`src/design/ptptc_pkg.sv`:
```
// ----------------------------------------------------------------------------
// ptptc_pkg
// Shared types and constants of the transparent clock pending match table.
// ----------------------------------------------------------------------------
package ptptc_pkg;

  localparam int TABLE_DEPTH = 16;
  localparam int PORT_BITS   = 8;
  localparam int IDX_W       = $clog2(TABLE_DEPTH);
  localparam int CNT_W       = $clog2(TABLE_DEPTH + 1);
  localparam logic [31:0] ONE_SECOND_NS = 32'd1000000000;

  typedef enum logic [2:0] {
    CMD_SYNC  = 3'd0,
    CMD_FUP   = 3'd1,
    CMD_DREQ  = 3'd2,
    CMD_DRESP = 3'd3,
    CMD_PRUNE = 3'd4,
    CMD_FLUSH = 3'd5
  } cmd_t;

  localparam logic [1:0] KIND_SYNC = 2'd0;
  localparam logic [1:0] KIND_FUP  = 2'd1;
  localparam logic [1:0] KIND_DREQ = 2'd2;

  localparam logic [1:0] RES_FUP_FWD   = 2'd0;
  localparam logic [1:0] RES_DRESP_FWD = 2'd1;
  localparam logic [1:0] RES_STORED    = 2'd2;
  localparam logic [1:0] RES_FULL      = 2'd3;

  // One queued command, as the front part hands it to the back part.
  typedef struct packed {
    logic [2:0]           cmd;
    logic [PORT_BITS-1:0] port;
    logic [15:0]          seq;
    logic [63:0]          clock;
    logic [15:0]          sport;
    logic [63:0]          corr;
    logic [47:0]          res;
    logic [63:0]          extra;  // link delay plus asymmetry, already summed
    logic [62:0]          now;
  } job_t;

  typedef enum logic [2:0] {
    ST_IDLE,
    ST_SCAN,
    ST_SHIFT,
    ST_PRUNE,
    ST_SUM,
    ST_OUT
  } state_t;

endpackage

```
`src/design/ptptc_front.sv`:
```
// ----------------------------------------------------------------------------
// ptptc_front
// Accepts input words, drops unused commands, presums link delay and
// asymmetry, and queues the command for the table engine.
// ----------------------------------------------------------------------------
module ptptc_front
  import ptptc_pkg::*;
(
  input  logic        clk,
  input  logic        rst,
  input  logic        in_valid,
  output logic        in_stall,
  input  logic [2:0]  cmd,
  input  logic [7:0]  port_num,
  input  logic [15:0] seq_id,
  input  logic [63:0] src_clock_id,
  input  logic [15:0] src_port_num,
  input  logic signed [63:0] correction,
  input  logic [47:0] residence,
  input  logic [39:0] link_delay,
  input  logic signed [40:0] asymmetry,
  input  logic [62:0] now_ns,
  output logic        job_valid,
  output job_t        job,
  input  logic        job_take
);

  // Two-entry queue.
  job_t       q [2];
  logic       wr_ptr, rd_ptr;
  logic [1:0] count;
  logic       push;
  job_t       nj;

  assign in_stall  = (count == 2'd2);
  assign push      = in_valid && !in_stall && (cmd <= CMD_FLUSH);
  assign job_valid = (count != 2'd0);
  assign job       = q[rd_ptr];

  always_comb begin
    nj.cmd   = cmd;
    nj.port  = port_num[PORT_BITS-1:0];
    nj.seq   = seq_id;
    nj.clock = src_clock_id;
    nj.sport = src_port_num;
    nj.corr  = correction;
    nj.res   = residence;
    nj.extra = {24'd0, link_delay} + {{23{asymmetry[40]}}, asymmetry};
    nj.now   = now_ns;
  end

  always_ff @(posedge clk) begin
    if (push) begin
      q[wr_ptr] <= nj;
    end
    if (rst) begin
      wr_ptr <= 1'b0;
      rd_ptr <= 1'b0;
      count  <= 2'd0;
    end else begin
      if (push) wr_ptr <= !wr_ptr;
      if (job_take) rd_ptr <= !rd_ptr;
      count <= count + {1'b0, push} - {1'b0, job_take};
    end
  end

  assert property (@(posedge clk) disable iff (rst) job_take |-> job_valid)
    else $error("queue read while empty");
  assert property (@(posedge clk) disable iff (rst) count != 2'd3)
    else $error("queue count out of range");
  assert property (@(posedge clk) disable iff (rst)
    (count == 2'd2 && !job_take) |=> count == 2'd2)
    else $error("full queue lost a word");

endmodule

```
`config.mk`:
```
export PLATFORM = sky130hd
export DESIGN_NAME = ptptc_front
export DESIGN_NICKNAME = d
export VERILOG_FILES = /design/src/design/ptptc_pkg.sv /design/src/design/ptptc_front.sv
export SDC_FILE = /design/constraint.sdc
export NUM_CORES = 1
export LEC_CHECK = 0
export BUFFER_PORTS_ARGS = -buffer_cell sky130_fd_sc_hd__buf_4
export CORE_AREA = 2 2 281 283
export CTS_CLUSTER_SIZE = 40
export DETAILED_ROUTE_END_ITERATION = 7
export DIE_AREA = 0 0 283 285
export GPL_ROUTABILITY_DRIVEN = 0
export HOLD_SLACK_MARGIN = 0.02
export PLACE_DENSITY_LB_ADDON = 0.2
export SLEW_MARGIN = 30
export SYNTH_ARGS = -nofsm -noshare
export SYNTH_HDL_FRONTEND = slang
export SYNTH_SLANG_ARGS = --single-unit
```
`constraint.sdc`:
```
create_clock -name clk -period 27.9 [get_ports clk]
set_input_delay 6.975 -clock clk [delete_from_list [all_inputs] [get_ports clk]]
set_output_delay 6.975 -clock clk [all_outputs]
set_load 0.005 [all_outputs]
```
==> impl_metrics.json <==
{
  "ctsLongestPathBuffers": 3,
  "htreeDepth": 3,
  "ys_warn_count": 0,
  "p_total_mw": 2.63,
  "cts_buffers": 73,
  "grtUsageTotal_pct": 15.9,
  "synth_fa_ha_area_share_pct": 2.12,
  "ctsRootBufferMaster": "clkbuf_16",
  "vias": 14700,
  "min_path_cells": 2,
  "p_leak_nw": 13.0,
  "grt_max_degree": 152,
  "yosys.area_share.xor_xnor_pct": 1.43,
  "grt_pass1_wl_um": 96800,
  "grt_overflow": 0,
  "avgSynthCellArea_um2": 19.0,
  "initial_core_util_pct": 33.0,
  "synthMuxAreaShare_pct": 14.2,
  "die_h_um": 285,
  "hold_class": "reg2reg",
  "cp.buffers_inverters": 4,
  "synth_area_leaders": "edfxtp_1 (76%), mux2_2 (14%), ha_1 (2.0%)",
  "cts_hold_buf": 0,
  "cp-end-kind": "output port",
  "fmax_ghz": 0.0918,
  "synth_top_family_by_area": "multiplexers",
  "tightestPinTransition_ps": 945,
  "rows": 103,
  "hold_viol_final": 0,
  "wirelength_um": 66700,
  "synth_largest_area_cell": "edfxtp_1",
  "synthArstFlopShare_pct": 0,
  "period_minus_slack_ps": 10900,
  "crit_path_top_delay_cell": "buf_4",
  "die_w_um": 283,
  "cts_tree": "yes",
  "setup_viol": 0,
  "synthToLayoutAreaGrowth_pct": 34.9,
  "n_fill_cell": 6953,
  "io-pin-count": 715,
  "rsz0062_at_grt": "false",
  "ys_types": 50,
  "dp_hpwl_um": 47500,
  "crit_family": "buffers and inverters",
  "fin_setup_tns_ps": 0,
  "finalCritPeriodShare_pct": 39.1,
  "ys.flop_type": "edfxtp_1",
  "finalWorstSetupSlack_ps": 17000,
  "synthSimpleGateAreaFrac_pct": 1.88,
  "synth_fp_nets": 1768,
  "cts.sinks": 653,
  "cts_setup_buffers": 0,
  "r2r_cells": 7,
  "synth_top_area_share_pct": 75.5,
  "ant_nets": 0,
  "worstPathArrival_ps": 3920,
  "clkSlewWorstSetupHoldPaths_ps": 60,
  "antenna_found_initial": 13,
  "ir_worst_vdd_mv": 0.0446,
  "drive_gt1_share_pct": 54.5,
  "cp_max_fo": 59,
  "path_depth": 5,
  "crit_path_start_kind": "register",
  "power_density_mw_per_mm2": 75.7,
  "drc": 0,
  "die_area_mm2": 0.0807,
  "synth-seq-area-share_pct": 75.9,
  "cpMostUsedCell": "buf_4",
  "grt_pass1_vias": 15800,
  "worst_path_largest_cell_delay_ps": 760,
  "first_pass_iters": 6,
  "drv_cap": 0,
  "skew_ps": 26.6,
  "crit_chain": "buf_12, buf_4, buf_4, mux2_2, buf_4",
  "cts_resized": 0,
  "avgViaCountPerCell": 4.57,
  "coreArea_mm2": 0.0780,
  "pre_cts_slack_ps": 16740,
  "crit_required_ps": 20920,
  "synthCells": 1358,
  "syn_area_mm2": 0.0258,
  "synth_edf_count": 648,
  "run_status": "finished, final reports clean",
  "synth_compound_area_share_pct": 3.07,
  "wl_per_cell_um": 20.8,
  "port_buffers": 714,
  "max_slew_margin_pct": 37.0,
  "clk_latency_ps": 600,
  "drt_iter0_drc": 771,
  "synth_seq_cells": 653,
  "fin_nets": 2509,
  "crit_type": "reg2out",
  "slew_violations": 0
}
[cell families after synthesis]
kind of cell / count (synthesis)
adder cells (fa/ha/maj): 43
AND/OR/NAND/NOR: 97
AO/OA/AOI/OAI: 123
buffers and inverters: 76
multiplexers: 324
flip-flops: 653
XOR/XNOR: 42
[cell usage after synthesis (all sizes together), types with 5 or more instances]
library cell  instances
nand3                 6
clkbuf               40
nand4                 7
inv                  14
xnor2                29
and3                  5
o21a                  7
xor2                 13
o21bai                7
dfxtp                 5
nand2                28
edfxtp              648
a21o                 12
nor2                 23
a21oi                47
nand2b                6
o21ai                24
ha                   42
nor2b                 8
buf                  22
mux2                324
a31oi                 5
[metal layers]
layer  part of all wire [%]  global-route usage, %  vias to the layer above  wire (µm)
met4                    3.3                   6.97                        8       2240
li1                       -                      -                     6812          -
met3                    8.2                   5.79                      127       5480
met1                     36                   16.6                     7228      24200
met5                  0.078                      0                        -         52
met2                     52                   28.6                      488      34700
[placed cells by master, fill, tap and decap left out, types with 3 or more instances in the layout]
| cell type | Yosys | final |
|---|---|---|
| a21boi_0 | 3 | 3 |
| a21o_1 | 12 | 12 |
| a21oi_1 | 47 | 47 |
| a31oi_1 | 5 | 5 |
| and3_1 | 5 | 5 |
| buf_12 | 0 | 3 |
| buf_4 | 22 | 719 |
| buf_6 | 0 | 4 |
| bufinv_16 | 0 | 6 |
| clkbuf_1 | 40 | 13 |
| clkbuf_16 | 0 | 76 |
| clkbuf_8 | 0 | 6 |
| clkinv_1 | 0 | 10 |
| clkinv_2 | 0 | 14 |
| dfxtp_1 | 5 | 4 |
| diode_2 | 0 | 8 |
| edfxtp_1 | 648 | 648 |
| ha_1 | 42 | 42 |
| inv_1 | 14 | 14 |
| mux2_2 | 324 | 324 |
| nand2_1 | 28 | 28 |
| nand2b_1 | 6 | 6 |
| nand3_1 | 5 | 5 |
| nand4_1 | 7 | 7 |
| nor2_1 | 23 | 21 |
| nor2b_1 | 8 | 8 |
| o211ai_1 | 3 | 3 |
| o21a_1 | 7 | 7 |
| o21ai_0 | 20 | 20 |
| o21ai_1 | 3 | 3 |
| o21bai_1 | 6 | 6 |
| or3_1 | 4 | 4 |
| xnor2_1 | 29 | 29 |
| xor2_1 | 13 | 13 |
[tightest hold or removal path: stages, from the launching register on]
cell,delay [ps]
dfxtp_1,320
xnor2_1,90
nor2_1,70
[flip-flops by register name, summed over array words and instances (netlist names), named ones only]
name,cells
q,648
count,2
rd_ptr,1
wr_ptr,1
[worst paths after layout]
kind                                from         to  slack, ps
worst min register to register    rd_ptr   register        510
worst max-delay path            register   job[106]      17000
worst max register to register  count[1]  q[0][246]      23660
worst min-delay path              rd_ptr   register        510
[where the power goes]
| part | total (mW) | internal (mW) | switching [mW] |
|---|---|---|---|
| clock | 0.957 | 0.572 | 0.385 |
| sequential | 1.23 | 1.21 | 0.0224 |
| combinational | 0.443 | 0.224 | 0.219 |
| total | 2.63 | 2.01 | 0.627 |
[cell type report]
type | instances | area (µm²) | area share (%)
antenna | 8 | 20.0 | 0.0576
clock buffer | 95 | 2030 | 5.85
clock inverter | 35 | 364 | 1.05
inverter | 14 | 52.6 | 0.151
multi-input combinational | 629 | 5850 | 16.8
sequential | 653 | 19600 | 56.3
tap | 1050 | 1310 | 3.78
timing repair buffer | 728 | 5560 | 16.0
[stage by stage]
stage                     utilization, %  hold slack [ps]  std cells  instance area, µm²
after CTS                           44.5              525       3203               34700
after global routing                44.6              558       3211               34800
after global placement              41.4              498       3071               32200
after floorplan                        -              480       1358               25800
after detailed placement            41.4              505       3073               32300
final                               44.6              514       3212               34800
(Power assumes the default switching activity.)
